### config.mk
export PLATFORM = sky130hd
export DESIGN_NAME = crc32_frame_generate_check_flat
export DESIGN_NICKNAME = d
export VERILOG_FILES = /design/src/crc32fgc_pkg.sv /design/src/crc32fgc_in_if.sv /design/src/crc32fgc_out_if.sv /design/src/crc32fgc_cfg.sv /design/src/crc32fgc_front.sv /design/src/crc32fgc_fifo.sv /design/src/crc32fgc_back.sv /design/src/crc32_frame_generate_check.sv /design/src/flat_wrapper.sv
export SDC_FILE = /design/constraint.sdc
export NUM_CORES = 1
export LEC_CHECK = 0
export ABC_AREA = 1
export BUFFER_PORTS_ARGS = -buffer_cell sky130_fd_sc_hd__buf_2
export CORE_UTILIZATION = 45
export CTS_CLUSTER_DIAMETER = 100
export DETAILED_ROUTE_END_ITERATION = 10
export SYNTH_ARGS = -nofsm -noshare
export SYNTH_HDL_FRONTEND = slang
export SYNTH_SLANG_ARGS = --single-unit
### constraint.sdc
create_clock -name clk -period 11.9 [get_ports clk]
set_input_delay 1.19 -clock clk [delete_from_list [all_inputs] [get_ports clk]]
set_output_delay 1.19 -clock clk [all_outputs]
set_load 0.005 [all_outputs]
### src/crc32fgc_pkg.sv
`default_nettype none
package crc32fgc_pkg;

  localparam logic [31:0] POLY_RESET        = 32'h04C1_1DB7;
  localparam logic [31:0] INIT_RESET        = 32'h0000_0000;
  localparam logic [5:0]  HDR_SIZE_RESET    = 6'd6;
  localparam logic [7:0]  HDR_BYTE_RESET    = 8'hFF;
  localparam logic [5:0]  POS_MAX           = 6'd63;

  // register indexes on the configuration port
  localparam logic [1:0]  REG_POLYNOMIAL    = 2'd0;
  localparam logic [1:0]  REG_INIT_VALUE    = 2'd1;
  localparam logic [1:0]  REG_HEADER_SIZE   = 2'd2;
  localparam logic [1:0]  REG_HEADER_BYTE   = 2'd3;

  // function codes of an input request
  localparam logic        FUNC_GENERATE     = 1'b0;
  localparam logic        FUNC_CHECK        = 1'b1;

  // result phase within one queue entry: data byte, then crc bytes msb first
  localparam logic [2:0]  PH_DATA           = 3'd0;
  localparam logic [2:0]  PH_CRC3           = 3'd1;
  localparam logic [2:0]  PH_CRC2           = 3'd2;
  localparam logic [2:0]  PH_CRC1           = 3'd3;
  localparam logic [2:0]  PH_CRC0           = 3'd4;

  typedef struct packed {
    logic [31:0] polynomial;
    logic [31:0] init_value;
    logic [5:0]  header_size;
    logic [7:0]  header_byte;
  } cfg_t;

  typedef struct packed {
    logic [7:0]  first_byte;
    logic [31:0] rem;
    logic        good;
    logic        end0;
    logic        gen_last;
  } entry_t;

  typedef struct packed {
    logic empty;
    logic full;
  } fifo_stat_t;

  // one byte through the msb-first crc shift network
  function automatic logic [31:0] crc_byte(input logic [31:0] rem, input logic [7:0] b,
                                           input logic [31:0] poly);
    logic [31:0] r;
    r = rem ^ {b, 24'd0};
    for (int i = 0; i < 8; i++) begin
      r = r[31] ? ({r[30:0], 1'b0} ^ poly) : {r[30:0], 1'b0};
    end
    return r;
  endfunction

endpackage
`default_nettype wire

### src/crc32fgc_in_if.sv
`default_nettype none
interface crc32fgc_in_if;
  logic       valid;
  logic       ready;
  logic       func;
  logic [7:0] data_byte;
  logic       last_byte;

  modport source (output valid, func, data_byte, last_byte, input ready);
  modport sink   (input valid, func, data_byte, last_byte, output ready);
endinterface
`default_nettype wire

### src/crc32fgc_out_if.sv
`default_nettype none
interface crc32fgc_out_if;
  logic        valid;
  logic        ready;
  logic [7:0]  out_byte;
  logic [31:0] remainder;
  logic        frame_good;
  logic        frame_end;
  logic        run_last;

  modport source (output valid, out_byte, remainder, frame_good, frame_end, run_last,
                  input ready);
  modport sink   (input valid, out_byte, remainder, frame_good, frame_end, run_last,
                  output ready);
endinterface
`default_nettype wire

### src/crc32fgc_cfg.sv
`default_nettype none
module crc32fgc_cfg
  import crc32fgc_pkg::*;
(
  input  wire logic        clk,
  input  wire logic        rst_n,
  input  wire logic        psel,
  input  wire logic        penable,
  input  wire logic        pwrite,
  input  wire logic [3:0]  paddr,
  input  wire logic [31:0] pwdata,
  output logic [31:0]      prdata,
  output logic             pready,
  output cfg_t             cfg
);

  cfg_t       cfg_r;
  logic       wr_en;
  logic [1:0] idx;

  assign pready = 1'b1;
  assign wr_en  = psel & penable & pwrite & pready;
  assign idx    = paddr[3:2];
  assign cfg    = cfg_r;

  always_ff @(posedge clk) begin
    if (!rst_n) begin
      cfg_r.polynomial  <= POLY_RESET;
      cfg_r.init_value  <= INIT_RESET;
      cfg_r.header_size <= HDR_SIZE_RESET;
      cfg_r.header_byte <= HDR_BYTE_RESET;
    end else if (wr_en) begin
      case (idx)
        REG_POLYNOMIAL:  cfg_r.polynomial  <= pwdata;
        REG_INIT_VALUE:  cfg_r.init_value  <= pwdata;
        REG_HEADER_SIZE: cfg_r.header_size <= pwdata[5:0];
        REG_HEADER_BYTE: cfg_r.header_byte <= pwdata[7:0];
        default: ;
      endcase
    end
  end

  always_comb begin
    case (idx)
      REG_POLYNOMIAL:  prdata = cfg_r.polynomial;
      REG_INIT_VALUE:  prdata = cfg_r.init_value;
      REG_HEADER_SIZE: prdata = {26'd0, cfg_r.header_size};
      REG_HEADER_BYTE: prdata = {24'd0, cfg_r.header_byte};
      default:         prdata = 32'd0;
    endcase
  end

endmodule
`default_nettype wire

### src/crc32fgc_front.sv
`default_nettype none
module crc32fgc_front
  import crc32fgc_pkg::*;
(
  input  wire logic   clk,
  input  wire logic   rst_n,
  input  wire cfg_t   cfg,
  crc32fgc_in_if.sink in_ch,
  input  wire fifo_stat_t stat,
  output logic        push,
  output entry_t      push_entry
);

  logic [5:0]  pos_r, pos_nxt;
  logic [31:0] rem_r, rem_nxt;
  logic [31:0] cur_rem, new_rem;
  logic        in_header;

  assign in_ch.ready = ~stat.full;
  assign push        = in_ch.valid & in_ch.ready;

  always_comb begin
    cur_rem   = (pos_r == 6'd0) ? cfg.init_value : rem_r;
    in_header = pos_r < cfg.header_size;
    new_rem   = in_header ? cur_rem : crc_byte(cur_rem, in_ch.data_byte, cfg.polynomial);

    push_entry.first_byte = (in_ch.func == FUNC_GENERATE && in_header) ?
                            cfg.header_byte : in_ch.data_byte;
    push_entry.rem        = new_rem;
    push_entry.good       = (in_ch.func == FUNC_CHECK) & in_ch.last_byte & (new_rem == 32'd0);
    push_entry.end0       = (in_ch.func == FUNC_CHECK) & in_ch.last_byte;
    push_entry.gen_last   = (in_ch.func == FUNC_GENERATE) & in_ch.last_byte;

    pos_nxt = pos_r;
    rem_nxt = rem_r;
    if (push) begin
      if (in_ch.last_byte) begin
        pos_nxt = 6'd0;
        rem_nxt = cfg.init_value;
      end else begin
        rem_nxt = new_rem;
        if (pos_r != POS_MAX) begin
          pos_nxt = pos_r + 6'd1;
        end
      end
    end
  end

  always_ff @(posedge clk) begin
    if (!rst_n) begin
      pos_r <= 6'd0;
    end else begin
      pos_r <= pos_nxt;
    end
  end

  always_ff @(posedge clk) begin
    rem_r <= rem_nxt;
  end

endmodule
`default_nettype wire

### src/crc32fgc_fifo.sv
`default_nettype none
module crc32fgc_fifo
  import crc32fgc_pkg::*;
(
  input  wire logic   clk,
  input  wire logic   rst_n,
  input  wire logic   push,
  input  wire entry_t push_entry,
  input  wire logic   pop,
  output entry_t      head,
  output fifo_stat_t  stat
);

  entry_t     mem [2];
  logic       wr_ptr_r, rd_ptr_r;
  logic [1:0] count_r;

  assign head = mem[rd_ptr_r];
  assign stat = '{empty: (count_r == 2'd0), full: (count_r == 2'd2)};

  always_ff @(posedge clk) begin
    if (push) begin
      mem[wr_ptr_r] <= push_entry;
    end
  end

  always_ff @(posedge clk) begin
    if (!rst_n) begin
      wr_ptr_r <= 1'b0;
      rd_ptr_r <= 1'b0;
      count_r  <= 2'd0;
    end else begin
      if (push) begin
        wr_ptr_r <= ~wr_ptr_r;
      end
      if (pop) begin
        rd_ptr_r <= ~rd_ptr_r;
      end
      case ({push, pop})
        2'b10:   count_r <= count_r + 2'd1;
        2'b01:   count_r <= count_r - 2'd1;
        default: count_r <= count_r;
      endcase
    end
  end

endmodule
`default_nettype wire

### src/crc32fgc_back.sv
`default_nettype none
module crc32fgc_back
  import crc32fgc_pkg::*;
(
  input  wire logic        clk,
  input  wire logic        rst_n,
  input  wire entry_t      head,
  input  wire fifo_stat_t  stat,
  output logic             pop,
  crc32fgc_out_if.source   out_ch
);

  logic [2:0]  phase_r, phase_nxt;
  logic        valid_r;
  logic [7:0]  byte_r, byte_nxt;
  logic [31:0] rem_r;
  logic        good_r, good_nxt;
  logic        end_r, end_nxt;
  logic        last_r, last_nxt;
  logic        advance, load;

  assign advance = ~valid_r | out_ch.ready;
  assign load    = advance & ~stat.empty;

  always_comb begin
    byte_nxt  = head.rem[7:0];
    good_nxt  = 1'b0;
    end_nxt   = 1'b1;
    last_nxt  = 1'b0;
    case (phase_r)
      PH_DATA: begin
        byte_nxt = head.first_byte;
        good_nxt = head.good;
        end_nxt  = head.end0;
        last_nxt = ~head.gen_last;
      end
      PH_CRC3: byte_nxt = head.rem[31:24];
      PH_CRC2: byte_nxt = head.rem[23:16];
      PH_CRC1: byte_nxt = head.rem[15:8];
      default: last_nxt = 1'b1;
    endcase

    pop       = load & last_nxt;
    phase_nxt = phase_r;
    if (load) begin
      phase_nxt = last_nxt ? PH_DATA : phase_r + 3'd1;
    end
  end

  always_ff @(posedge clk) begin
    if (!rst_n) begin
      phase_r <= PH_DATA;
      valid_r <= 1'b0;
    end else begin
      phase_r <= phase_nxt;
      if (advance) begin
        valid_r <= ~stat.empty;
      end
    end
  end

  always_ff @(posedge clk) begin
    if (load) begin
      byte_r <= byte_nxt;
      rem_r  <= head.rem;
      good_r <= good_nxt;
      end_r  <= end_nxt;
      last_r <= last_nxt;
    end
  end

  assign out_ch.valid      = valid_r;
  assign out_ch.out_byte   = byte_r;
  assign out_ch.remainder  = rem_r;
  assign out_ch.frame_good = good_r;
  assign out_ch.frame_end  = end_r;
  assign out_ch.run_last   = last_r;

endmodule
`default_nettype wire

### src/crc32_frame_generate_check.sv
// path: an accepted request is written into the queue, then loaded from its head into the output register
// throughput: one byte request per cycle while the queue is not full; a generate-mode last byte
//   gives five results (one result per cycle from the back end while the output is ready)
// the two-entry queue between crc front end and result back end decouples the two sides
// reset: synchronous, active-low rst_n; clears queue, output valid, byte position and returns the
//   configuration registers to their reset values; no clearing pass, ready right after reset
`default_nettype none
module crc32_frame_generate_check
  import crc32fgc_pkg::*;
(
  input  wire logic        clk,
  input  wire logic        rst_n,
  crc32fgc_in_if.sink      in_ch,
  crc32fgc_out_if.source   out_ch,
  input  wire logic        psel,
  input  wire logic        penable,
  input  wire logic        pwrite,
  input  wire logic [3:0]  paddr,
  input  wire logic [31:0] pwdata,
  output logic [31:0]      prdata,
  output logic             pready
);

  // register file: polynomial, init value, header size, header byte
  cfg_t       cfg;

  // front end to queue
  logic       push;
  entry_t     push_entry;

  // queue to back end
  logic       pop;
  entry_t     head;
  fifo_stat_t stat;

  crc32fgc_cfg u_cfg (
    .clk     (clk),
    .rst_n   (rst_n),
    .psel    (psel),
    .penable (penable),
    .pwrite  (pwrite),
    .paddr   (paddr),
    .pwdata  (pwdata),
    .prdata  (prdata),
    .pready  (pready),
    .cfg     (cfg)
  );

  // front end: tracks frame position, runs the byte-wide crc network, builds one
  // queue entry per request (first output byte, remainder, status flags)
  crc32fgc_front u_front (
    .clk        (clk),
    .rst_n      (rst_n),
    .cfg        (cfg),
    .in_ch      (in_ch),
    .stat       (stat),
    .push       (push),
    .push_entry (push_entry)
  );

  // short queue so a stalled output does not stop the crc front end at once
  crc32fgc_fifo u_fifo (
    .clk        (clk),
    .rst_n      (rst_n),
    .push       (push),
    .push_entry (push_entry),
    .pop        (pop),
    .head       (head),
    .stat       (stat)
  );

  // back end: expands each entry into one result, or five with the crc bytes msb first
  crc32fgc_back u_back (
    .clk    (clk),
    .rst_n  (rst_n),
    .head   (head),
    .stat   (stat),
    .pop    (pop),
    .out_ch (out_ch)
  );

endmodule
`default_nettype wire

### src/flat_wrapper.sv
// flat-port wrapper written by rule: the top's interface ports become plain ports
module crc32_frame_generate_check_flat import crc32fgc_pkg::*;
  (clk, rst_n, psel, penable, pwrite, paddr, pwdata, prdata, pready, in_ch_valid, in_ch_func, in_ch_data_byte, in_ch_last_byte, in_ch_ready, out_ch_valid, out_ch_out_byte, out_ch_remainder, out_ch_frame_good, out_ch_frame_end, out_ch_run_last, out_ch_ready);
  crc32fgc_in_if in_ch_i ();
  crc32fgc_out_if out_ch_i ();
  input  wire logic clk;
  input  wire logic rst_n;
  input  wire logic psel;
  input  wire logic penable;
  input  wire logic pwrite;
  input  wire logic [3:0] paddr;
  input  wire logic [31:0] pwdata;
  output logic [31:0] prdata;
  output logic pready;
  input wire logic [$bits(in_ch_i.valid)-1:0] in_ch_valid;
  input wire logic [$bits(in_ch_i.func)-1:0] in_ch_func;
  input wire logic [$bits(in_ch_i.data_byte)-1:0] in_ch_data_byte;
  input wire logic [$bits(in_ch_i.last_byte)-1:0] in_ch_last_byte;
  output wire logic [$bits(in_ch_i.ready)-1:0] in_ch_ready;
  output wire logic [$bits(out_ch_i.valid)-1:0] out_ch_valid;
  output wire logic [$bits(out_ch_i.out_byte)-1:0] out_ch_out_byte;
  output wire logic [$bits(out_ch_i.remainder)-1:0] out_ch_remainder;
  output wire logic [$bits(out_ch_i.frame_good)-1:0] out_ch_frame_good;
  output wire logic [$bits(out_ch_i.frame_end)-1:0] out_ch_frame_end;
  output wire logic [$bits(out_ch_i.run_last)-1:0] out_ch_run_last;
  input wire logic [$bits(out_ch_i.ready)-1:0] out_ch_ready;
  assign in_ch_i.valid = in_ch_valid;
  assign in_ch_i.func = in_ch_func;
  assign in_ch_i.data_byte = in_ch_data_byte;
  assign in_ch_i.last_byte = in_ch_last_byte;
  assign in_ch_ready = in_ch_i.ready;
  assign out_ch_valid = out_ch_i.valid;
  assign out_ch_out_byte = out_ch_i.out_byte;
  assign out_ch_remainder = out_ch_i.remainder;
  assign out_ch_frame_good = out_ch_i.frame_good;
  assign out_ch_frame_end = out_ch_i.frame_end;
  assign out_ch_run_last = out_ch_i.run_last;
  assign out_ch_i.ready = out_ch_ready;
  crc32_frame_generate_check u_core (.clk(clk), .rst_n(rst_n), .in_ch(in_ch_i), .out_ch(out_ch_i), .psel(psel), .penable(penable), .pwrite(pwrite), .paddr(paddr), .pwdata(pwdata), .prdata(prdata), .pready(pready));
endmodule
### Word level (Yosys, flattened, before mapping)

Memory sizes are Yosys's and may differ from the RTL's. A register that Yosys moved wholly into a read port is not among the register bits.
Index checks and enable logic that the tools add are counted.

* reduce and logical (&&, ||, !) cells: 14
* multiplexer cells: 23
* add/sub/neg operators: 4
* bitwise logic cells: 25
* magnitude comparators: 1
* equality and inequality tests: 10

Operators with widths (number)
* $mux 32: 11
* $xor 32x32->32: 9
* $pmux 32 s4: 1
* $logic_not 32->1: 1
* $pmux 8 s4: 1
* $mux 6: 2
* $reduce_and 2->1: 5
* $and 1x1->1: 8
* $eq 2x2->1 const B: 4
* $mux 8: 1
* $not 1->1: 7
* $add 6x1->6 const B: 1
* $eq 3x2->1 const B: 2
* $logic_not 6->1: 1
* $lt 6x6->1: 1
* $ne 6x6->1 const B: 1
* $eq 2x1->1 const B: 2
* $logic_not 2->1: 2
* $mux 1: 4
* $pmux 2 s2: 1
* $reduce_bool 2->1: 2
* $add 3x1->3 const B: 1
* $eq 3x1->1 const B: 1
* $logic_not 3->1: 1
* 7 further kinds: 7

* register bits after elaboration: 167
* output and inout bits: 78
* RAM bits: 86
* logic and storage cells: 94
* memories: 1
* bits of input ports: 53

Memories
* u_core.u_fifo.mem: words 2, bits a word 43, read ports 1, clocked after Yosys merged registers in 1, wr ports 1, line crc32fgc_fifo.sv:14 `entry_t mem [2];`

### Logic depth before layout (Yosys ltp)

Gate-level depths: netlist (run 1).

* depth after elaboration: 22
* depth in mapped cells: 42
* gate-level depth less buffers: 40

### Hierarchy

Synthesis (run 1) repeated with hierarchy kept, for this count alone.

* cell total of the unflattened synthesis: 2368
* area, all modules: 17045.1 um^2

By module, submodules not included
* crc32fgc_front: area each 8074.0 um^2, seq. area each 1081.0 um^2, instances 1, cells each 1528
* crc32fgc_fifo: area each 3534.6 um^2, seq. area each 2682.6 um^2, instances 1, cells each 169
* crc32fgc_cfg: area each 3505.9 um^2, seq. area each 1561.5 um^2, instances 1, cells each 517
* crc32fgc_back: area each 1930.6 um^2, seq. area each 1371.3 um^2, instances 1, cells each 154

### Worst setup path after synthesis (run 1)

Ideal clock, no wire load.

* kind: input -> register
* start point: input port out_ch_ready
* end point: register u_core.u_fifo.count_r[1]
* path slack: 6.912 ns
* required time: 11.778 ns
* buffers on the path: 0
* arrival: 4.866 ns
* stages: 9
* library setup time: 0.122 ns
* path through: nor2_1 > a21oi_1 > inv_1 > nor2_1 > ha_1 > a21oi_1 > o21ai_0 > o21ai_0 > a21oi_1

* cells in the longest elaborated chain, start to end: 5
* elaborated cells on any way between the ends: 7
* classes of those cells: 2 x eq/ne; 1 x mux; 3 x bitwise; 1 x reduce/logical

Ends and longest elaborated chain
* start: declaration: line flat_wrapper.sv:26 `input wire logic [$bits(out_ch_i.ready)-1:0] out_ch_ready;`
* $or 1x1->1 (*): line crc32fgc_back.sv:22 `assign advance = ~valid_r | out_ch.ready;`
* $and 1x1->1 (*): line crc32fgc_back.sv:23 `assign load = advance & ~stat.empty;`
* net u_core.u_back.load: line crc32fgc_back.sv:20 `logic advance, load;`
* $and 1x1->1 (*): line crc32fgc_back.sv:43 `pop = load & last_nxt;`
* net u_core.pop: line crc32_frame_generate_check.sv:32 `logic pop;`
* $eq 2x1->1 or $eq 2x2->1 (tied branches): line crc32fgc_fifo.sv:39 `case ({push, pop})`
* $pmux 2 s2 or $reduce_bool 2->1 (tied branches)
* end signal: assignment: line crc32fgc_fifo.sv:40 `2'b10: count_r <= count_r + 2'd1;`
* end signal: assignment: line crc32fgc_fifo.sv:41 `2'b01: count_r <= count_r - 2'd1;`
* end signal: assignment: line crc32fgc_fifo.sv:42 `default: count_r <= count_r;`
* end: declaration: line crc32fgc_fifo.sv:16 `logic [1:0] count_r;`

Mark *: on every way through the listed nets, which the timed path passes. The rest lies on a longest branch.
A chain may end at the register's enable or synchronous reset.

==> summary.md, run 1 <==
| Metric | Value |
|---|---|
| Fmax | 114 MHz |
| Max incr delay on CP | 0.87 ns |
| Max clock buf depth | 3 |
| FF-to-FF path depth | 32 |
| Number of diodes | 0 |
| HP Class | reg2reg |
| IO Pins | 131 |
| Internal | 2.11 mW |
| Largest net degree at the start of global routing | 86 |
| Cell taking the most area after synthesis | edfxtp_1 |
| Syn nets | 2,246 |
| Worst Skew | 0.0103 ns |
| Power Density | 201 nW/um^2 |
| Slew headroom | 25.9% |
| Clock Tree Root | clkbuf_16 |
| Synth Area in Adders | 1.02% |
| Dpl hpwl | 33,900 um |
| Post-synth EDFFs | 161 |
| Post-synthesis compound-gate area fraction | 11.2% |
| Buffers on Ports | 127 |
| Net load switching power | 1.42 mW |
| Post-Synth Simple-Gate Area | 30.2% |
| Cts repair resizes | 0 |
| Vias in the first global route | 13,209 |
| # nets final | 2,293 |
| Slew Viols, Final | 0 |
| Period utilization | 73.4% |
| Mux contribution to synthesized area | 0% |
| Sequential power share | 34.6% |
| Top-count cell post-synth | nand2_1 |
| Final Hold Viols | 0 |
| Share of layout cells above drive strength 1 | 10.8% |
| Syn_area_per_cell | 7.32 um^2 |
| Fraction of registers with async set/reset | 0% |
| Clock share of power | 22.8% |
| Hold buffer count at cts | 0 |
| Hold WS | 0.459 ns |
| Tot GR Track Use | 27.1% |
| Comb power frac | 42.6% |
| Vias | 14,690 |
| Largest family of logic cells by synthesized area | simple AND/OR/NAND/NOR gates |
| # Max-Cap Violations | 0 |
| WP data required | 12.30 ns |
| Synth top area share | 30.3% |
| Final setup viols | 0 |
| Total gr overflow | 0 |
| Outcome | finished, final reports clean |
| CP max FO | 63 |
| Critical Path AT | 9.14 ns |
| Crit path from | u_core.u_front.pos_r[0]$_SDFFE_PN0P_ |
| Switch share | 40.3% |
| WL final | 49,700 um |
| Initial antenna violation count | 0 |
| Mapped Area | 16,000 um^2 |
| Postcts setup bufs | 0 |
| Post-Syn Instances | 2,180 |
| Synth area leaders | edfxtp_1 (30%), nand2_1 (16%), dfxtp_1 (12%) |
| TritonCTS Buffers | 29 |
| FF-to-FF Start | u_core.u_front.pos_r[0]$_SDFFE_PN0P_ |
| CTS tree | built |
| Min cycle time layout | 8.74 ns |
| Num rows | 68 |
| H-tree level count | 1 |
| Critical-path top delay cell | xor2_4 |
| Core ar. | 34,700 um^2 |
| Reg clk slew, reported paths | 0.06 ns |
| DRC | 0 |
| Initial Utilization | 46.0% |
| Flops & latches, synth | 254 |
| Netlist cell types | 47 |
| Worst setup EP type | flop |
| Die width | 190 um |
| Main synth FF type | edfxtp_1 |
| Most frequent cells after synthesis | nand2_1 (687), nand3_1 (221), inv_1 (207) |
| Critical Path End | u_core.u_fifo.mem[0][2]$_DFFE_PP_ |
| YS warnings | 0 |
| Most frequent CP cell | nand2_1 |
| Post-synthesis xor/xnor area fraction | 6.55% |
| Fin Setup TNS | 0 ns |
| Worst-Skew Late Latency | 0.56 ns |
| Setup Crit Path Kind | reg2reg |
| Reg2reg end | u_core.u_fifo.mem[0][2]$_DFFE_PP_ |
| Unrepaired setup endpoints after global routing | false |
| Starting DRC count in detailed routing | 1,438 |
| Average wire per standard cell | 18.4 um |
| CP startpoint kind | flop |
| Internal reg-to-reg setup slack | 3.16 ns |
| Syn-to-layout area delta | 10.1% |
| Die Y-Extent | 190 um |
| Pleak | 7.81 nW |
| Worst slew pin tran | 1.11 ns |
| Placer Congestion | 0.889 |
| Sink Count | 254 |
| Drt pass-1 iters | 5 |
| Via/cell ratio | 5.44 |
| Final ANT Viol Nets | 0 |
| DIE AREA | 36,200 um^2 |
| Worst VDD drop | 0.000123 V |
| First-pass GRT wire length | 75,600 um |
| Seq/Total Area, Yosys | 42.0% |
-- layout make-up --
class                           instances  area [um^2]
Clock buffer                           39          763
Clock inverter                         12         63.8
Fill cell                            3413        17200
Inverter                              226          848
Multi-Input combinational cell       1571         7850
Sequential cell                       254         6700
Tap cell                              455          569
Timing Repair Buffer                  145          771
-- critical path, delay by kind of cell (launching register included) --
kind / cells / cell delay (ns)
xor+xnor: 1 / 0.87
fa+ha+maj: 1 / 0.16
simple gates: 27 / 6.49
buf+inv: 3 / 0.65
flops: 1 / 0.32
-- placed cells by master, fill, tap and decap left out, types with 6 or more instances in the layout --
cell type  synthesis  layout
nand2_4            8       8
buf_2             27     127
dfxtp_1           93      93
clkinv_1           7      10
inv_2             12      13
a221oi_1           7       7
ha_1              13      13
inv_1            207     206
a21oi_1           78      77
clkinv_2           0       6
nand3_1          221     221
o21ai_0          170     170
nand3_4            6       6
o211ai_1          25      25
nand4_1           26      26
o22ai_1           24      24
nand2_2           10      10
xnor2_1           54      54
xor2_1            59      59
nand2_1          687     687
edfxtp_1         161     161
clkbuf_1          75      10
nor2_1           135     132
clkbuf_16          0      29
buf_4              8      18
-- flip-flops by register name, indices dropped and copies added, names as in the netlist, named ones only --
| signal | cells |
|---|---|
| u_core.u_back.out_ch.frame_end | 1 |
| u_core.u_back.out_ch.frame_good | 1 |
| u_core.u_back.out_ch.out_byte | 8 |
| u_core.u_back.out_ch.remainder | 32 |
| u_core.u_back.out_ch.run_last | 1 |
| u_core.u_back.out_ch.valid | 1 |
| u_core.u_back.phase_r | 3 |
| u_core.u_cfg.cfg | 78 |
| u_core.u_fifo.count_r | 2 |
| u_core.u_fifo.mem | 86 |
| u_core.u_fifo.rd_ptr_r | 1 |
| u_core.u_fifo.wr_ptr_r | 1 |
| u_core.u_front.pos_r | 6 |
| u_core.u_front.rem_r | 32 |
-- how the worst min path moves through the flow --
stage	slack, ns	cells after the start	end	from
2_1_floorplan	0.43	1	flop	u_core.u_fifo.rd_ptr_r$_SDFFE_PN0P_
3_3_place_gp	0.44	1	u_core.u_fifo.rd_ptr_r$_SDFFE_PN0P_	u_core.u_fifo.rd_ptr_r$_SDFFE_PN0P_
3_5_place_dp	0.45	1	flop	u_core.u_fifo.rd_ptr_r$_SDFFE_PN0P_
4_1_cts	0.46	1	u_core.u_fifo.rd_ptr_r$_SDFFE_PN0P_	u_core.u_fifo.rd_ptr_r$_SDFFE_PN0P_
5_1_grt	0.48	1	flop	u_core.u_fifo.rd_ptr_r$_SDFFE_PN0P_
6_report	0.46	1	u_core.u_fifo.rd_ptr_r$_SDFFE_PN0P_	u_core.u_fifo.rd_ptr_r$_SDFFE_PN0P_
-- through the flow --
step / worst slack, ns / total power [mW] / cells / cell area (um^2) / utilization, %
detailed placement: 3.29 / 2.74 / 2651 / 16700 / 48.2
global route: 2.59 / 3.77 / 2702 / 17600 / 50.6
CTS: 3.21 / 3.55 / 2702 / 17600 / 50.6
floorplan: 6.91 / 2.33 / 2180 / 16000 / -
global placement: 3.39 / 2.71 / 2651 / 16700 / 48.2
finish: 3.16 / 3.54 / 2702 / 17600 / 50.6
-- logic make-up after synthesis --
family	after synthesis
XOR/XNOR	115
adder cells (fa/ha/maj)	13
other	1
flip-flops	254
buffers and inverters	355
AO/OA/AOI/OAI	324
AND/OR/NAND/NOR	1118
-- power groups by stage --
stage | registers, mW | clock network, mW | logic (mW)
2_1_floorplan | 1.25 | 0 | 1.09
3_3_place_gp | 1.24 | 0 | 1.47
3_5_place_dp | 1.24 | 0 | 1.49
4_1_cts | 1.22 | 0.819 | 1.50
5_1_grt | 1.24 | 0.847 | 1.69
6_report | 1.22 | 0.807 | 1.51
-- routing by layer --
layer | wire [um] | part of all wire (%) | vias up | global-route usage [%]
li1 | - | - | 7217 | -
met1 | 22200 | 45 | 6774 | 38.5
met2 | 22100 | 44 | 612 | 43.6
met3 | 4000 | 8.0 | 87 | 3.00
met4 | 1450 | 2.9 | 0 | 7.66
met5 | 0 | 0 | - | 0
Power figures use the tool's default switching activity.
==> run 2: changes to the inputs <==
Settings changed: ABC_AREA 1 to 0.
Clock period 11.9 ns to 8.37 ns, I/O delays scaled along.
==> run 2 against run 1 <==
Sequential share of layout area is 2.8 points lower. Clock power is 70% higher. Sequential power is 39% higher. Worst setup slack worse by 1.6 ns. Register-to-register slack worse by 1.6 ns. Routed wire length is 5.4% higher. Synthesized area is 6.0% higher. Core utilization is 0.91 points higher. Final cell count is 14% lower. First-iteration DRC count is 13% lower. Critical path type unchanged.
==> summary.md, run 2 <==
| Metric | Value |
|---|---|
| Max reg flops | 86 (unchanged) |
| Syn nets | 1,865 (-17%) |
| Reg clk slew, reported paths | 0.06 ns (about the same) |
| Postcts setup bufs | 0 (unchanged) |
| Die Y-Extent | 196 um (+2.9%) |
| Placer Congestion | 0.870 (-2.1%) |
| Total gr overflow | 0 (unchanged) |
| Drt pass-1 iters | 5 (unchanged) |
| Internal | 3.20 mW (+51%) |
| Num rows | 70 (+2.9%) |
| Synth area leaders | edfxtp_1 (29%), dfxtp_1 (11%), xnor2_1 (6.4%) |
| Crit path from | u_core.u_front.pos_r[0]$_SDFFE_PN0P_ |
| Via/cell ratio | 6.24 (+15%) |
| PnR Total Power | 4.85 mW (+37%) |
| FF-to-FF path depth | 21 (-34%) |
| Vias in the first global route | 13,418 (+1.6%) |
| Commonest cells after routing, fill and taps aside | nand2_1 (286), edfxtp_1 (161), buf_2 (127) |
| Worst setup EP type | flop |
| Fmax | 147 MHz (+28%) |
| CTS tree | built |
| Initial Utilization | 46.0% (about the same) |
| Final setup viols | 0 (unchanged) |
| Met2 usage | 42.6% (-0.97 points) |
| Pleak | 7.26 nW (-7.0%) |
| Worst slew pin tran | 1.19 ns (+0.0834 ns) |
| # nets final | 1,903 (-17%) |
| Worst Skew | 0.0298 ns (+0.0195 ns) |
| TritonCTS Buffers | 27 (-6.9%) |
| Top reg by flops | u_core.u_fifo.mem |
| Critical Path AT | 7.20 ns (-1.94 ns) |
| Netlist cell types | 84 (+79%) |
| Vias | 14,521 (-1.2%) |
| Outcome | finished, final reports clean |
| Syn_area_per_cell | 9.40 um^2 (+28%) |
| Max clock buf depth | 3 (unchanged) |
| First-pass GRT wire length | 80,600 um (+6.5%) |
| Post-Syn Instances | 1,799 (-17%) |
| Utilization after layout | 51.5% (+0.91 points) |
| Most frequent cells after synthesis | nand2_1 (287), edfxtp_1 (161), clkbuf_1 (132) |
| DRC | 0 (unchanged) |
| Met3 usage | 2.97% (-0.026 points) |
| Comb power frac | 36.8% (-5.8 points) |
| Main synth FF type | edfxtp_1 |
| Fin Setup TNS | 0 ns (unchanged) |
| YS warnings | 0 (unchanged) |
| Fraction of registers with async set/reset | 0% (unchanged) |
| Clock Tree Root | clkbuf_16 |
| Min cycle time layout | 6.81 ns (-1.93 ns) |
| Sink Count | 254 (unchanged) |
| FF-to-FF Start | u_core.u_front.pos_r[0]$_SDFFE_PN0P_ |
| Internal reg-to-reg setup slack | 1.56 ns (-1.60 ns) |
| Slew Viols, Final | 0 (unchanged) |
| Setup Crit Path Kind | reg2reg |
| Critical-path top delay cell | or4b_1 |
| Final setup margin | 1.56 ns (-1.60 ns) |
| Power Density | 256 nW/um^2 (+27%) |
| IO Pins | 131 (unchanged) |
| Worst VDD drop | 0.000137 V (+11%) |
| Cell taking the most area after synthesis | edfxtp_1 |
| Dpl hpwl | 36,000 um (+6.3%) |
| Crit-path cells | inv_1, ha_1, or4b_1, o22ai_2, and2_1, buf_4, o22ai_1, o31ai_4, buf_4, and2_1, xnor2_1, nor2_1, a41o_1, buf_4, or4_1, a22o_1, a31oi_1, nand3_1, nor4_1, nand2_1, nor4_2 |
| Sequential power share | 34.9% (+0.3 points) |
| Average wire per standard cell | 22.5 um (+22%) |
| Net load switching power | 1.65 mW (+16%) |
| Core ar. | 36,800 um^2 (+6.0%) |
| CP max FO | 28 (-56%) |
| Die width | 196 um (+2.9%) |
| Top-count cell post-synth | nand2_1 |
| Hold buffer count at cts | 0 (unchanged) |
| Clock share of power | 28.2% (+5.4 points) |
| Final ANT Viol Nets | 0 (unchanged) |
| Unrepaired setup endpoints after global routing | false |
| Final Hold Viols | 0 (unchanged) |
| Share of layout cells above drive strength 1 | 18.0% (+7.3 points) |
| Flops & latches, synth | 254 (unchanged) |
| Seq/Total Area, Yosys | 39.6% (-2.4 points) |
| WP data required | 8.75 ns (-3.55 ns) |
| Starting DRC count in detailed routing | 1,258 (-13%) |
| Slew headroom | 20.4% (-5.4 points) |
| HP Class | reg2reg |
| Critical Path End | u_core.u_fifo.mem[0][2]$_DFFE_PP_ |
| Cts repair resizes | 0 (unchanged) |
| Synth top area share | 28.6% (-1.7 points) |
| Pre-CTS setup slack | 1.66 ns (-1.64 ns) |
| Switch share | 34.1% (-6.2 points) |
| Worst-Skew Late Latency | 0.57 ns (about the same) |
| Largest net degree at the start of global routing | 89 (+3.5%) |
| Tot GR Track Use | 27.2% (+0.053 points) |
| Most frequent CP cell | buf_4 |
| Max incr delay on CP | 0.63 ns (-0.24 ns) |
| Grt met1 use | 39.1% (+0.65 points) |
| Mapped Area | 16,900 um^2 (+6.0%) |
| Commonest non-fill, non-tap cell in the layout | nand2_1 |
| Post-synth EDFFs | 161 (unchanged) |
| CP startpoint kind | flop |
| GR peak layer | met2 |
| WL final | 52,400 um (+5.4%) |
| Reg2reg end | u_core.u_fifo.mem[0][2]$_DFFE_PP_ |
| Cell area after layout | 18,900 um^2 (+7.9%) |
| Initial antenna violation count | 1 (+1) |
| Buffers on Ports | 127 (unchanged) |
| Period utilization | 81.4% (+8.0 points) |
| H-tree level count | 1 (unchanged) |
| # Max-Cap Violations | 0 (unchanged) |
| Syn-to-layout area delta | 12.1% |
| DIE AREA | 38,400 um^2 (+5.9%) |
| Dpl cell area | 17,900 um^2 (+7.1%) |
## run 2: area by class of cell
cell class	count	area [um^2]
Antenna cell	1	2.50
Clock buffer	28	679
Clock inverter	22	339
Fill cell	3376	17800
Inverter	35	131
Multi-Input combinational cell	1345	9520
Sequential cell	254	6700
Tap cell	468	586
Timing Repair Buffer	174	988
## run 2: power groups by stage
stage	clock network [mW]	logic, mW	registers [mW]
after floorplan	0	1.23	1.72
after global placement	0	1.75	1.71
after CTS	1.39	1.77	1.69
final	1.37	1.79	1.69
after detailed placement	0	1.76	1.72
after global routing	1.44	1.93	1.71
## run 2: cell families after synthesis
group | synth area share, %
buffers and inverters | 4.57
adders and majority gates | 0.962
muxes | 10.4
AOI/OAI and AO/OA | 17.8
DFF | 39.6
other | 0.0222
and+or+nand+nor | 17.8
xor gates and xnor gates | 8.81
## run 2: worst max-delay path, delay by kind of cell, from the launching register on
| family | cells | cell delay [ns] |
|---|---|---|
| and+or+nand+nor | 9 | 3.01 |
| AOI/OAI and AO/OA | 6 | 1.76 |
| xor gates and xnor gates | 1 | 0.21 |
| DFF | 1 | 0.34 |
| adders and majority gates | 1 | 0.17 |
| buffers and inverters | 4 | 1.11 |
## run 2: worst min path at each step
stage / cells past startpoint / start / end
after floorplan: 2 / u_core.u_cfg.cfg[0]$_SDFFE_PN1P_ / u_core.u_cfg.cfg[0]$_SDFFE_PN1P_
after global placement: 2 / u_core.u_cfg.cfg[7]$_SDFFE_PN1P_ / u_core.u_cfg.cfg[7]$_SDFFE_PN1P_
after detailed placement: 2 / u_core.u_cfg.cfg[3]$_SDFFE_PN1P_ / u_core.u_cfg.cfg[3]$_SDFFE_PN1P_
after CTS: 2 / u_core.u_cfg.cfg[3]$_SDFFE_PN1P_ / u_core.u_cfg.cfg[3]$_SDFFE_PN1P_
after global routing: 2 / u_core.u_cfg.cfg[3]$_SDFFE_PN1P_ / u_core.u_cfg.cfg[3]$_SDFFE_PN1P_
final: 2 / u_core.u_cfg.cfg[2]$_SDFFE_PN1P_ / u_core.u_cfg.cfg[2]$_SDFFE_PN1P_
## run 2: through the flow
step           hold slack, ns  std cells
2_1_floorplan           0.452       1799
4_1_cts                 0.486       2326
6_report                0.479       2327
3_5_place_dp            0.476       2276
5_1_grt                 0.502       2327
3_3_place_gp            0.466       2276
## run 2: per-layer routing
layer / part of all wire [%] / wire length (um) / vias up
met5: 0 / 0 / -
met4: 2.9 / 1530 / 0
met3: 6.7 / 3530 / 82
met2: 45 / 23600 / 589
met1: 45 / 23700 / 7102
li1: - / - / 6748
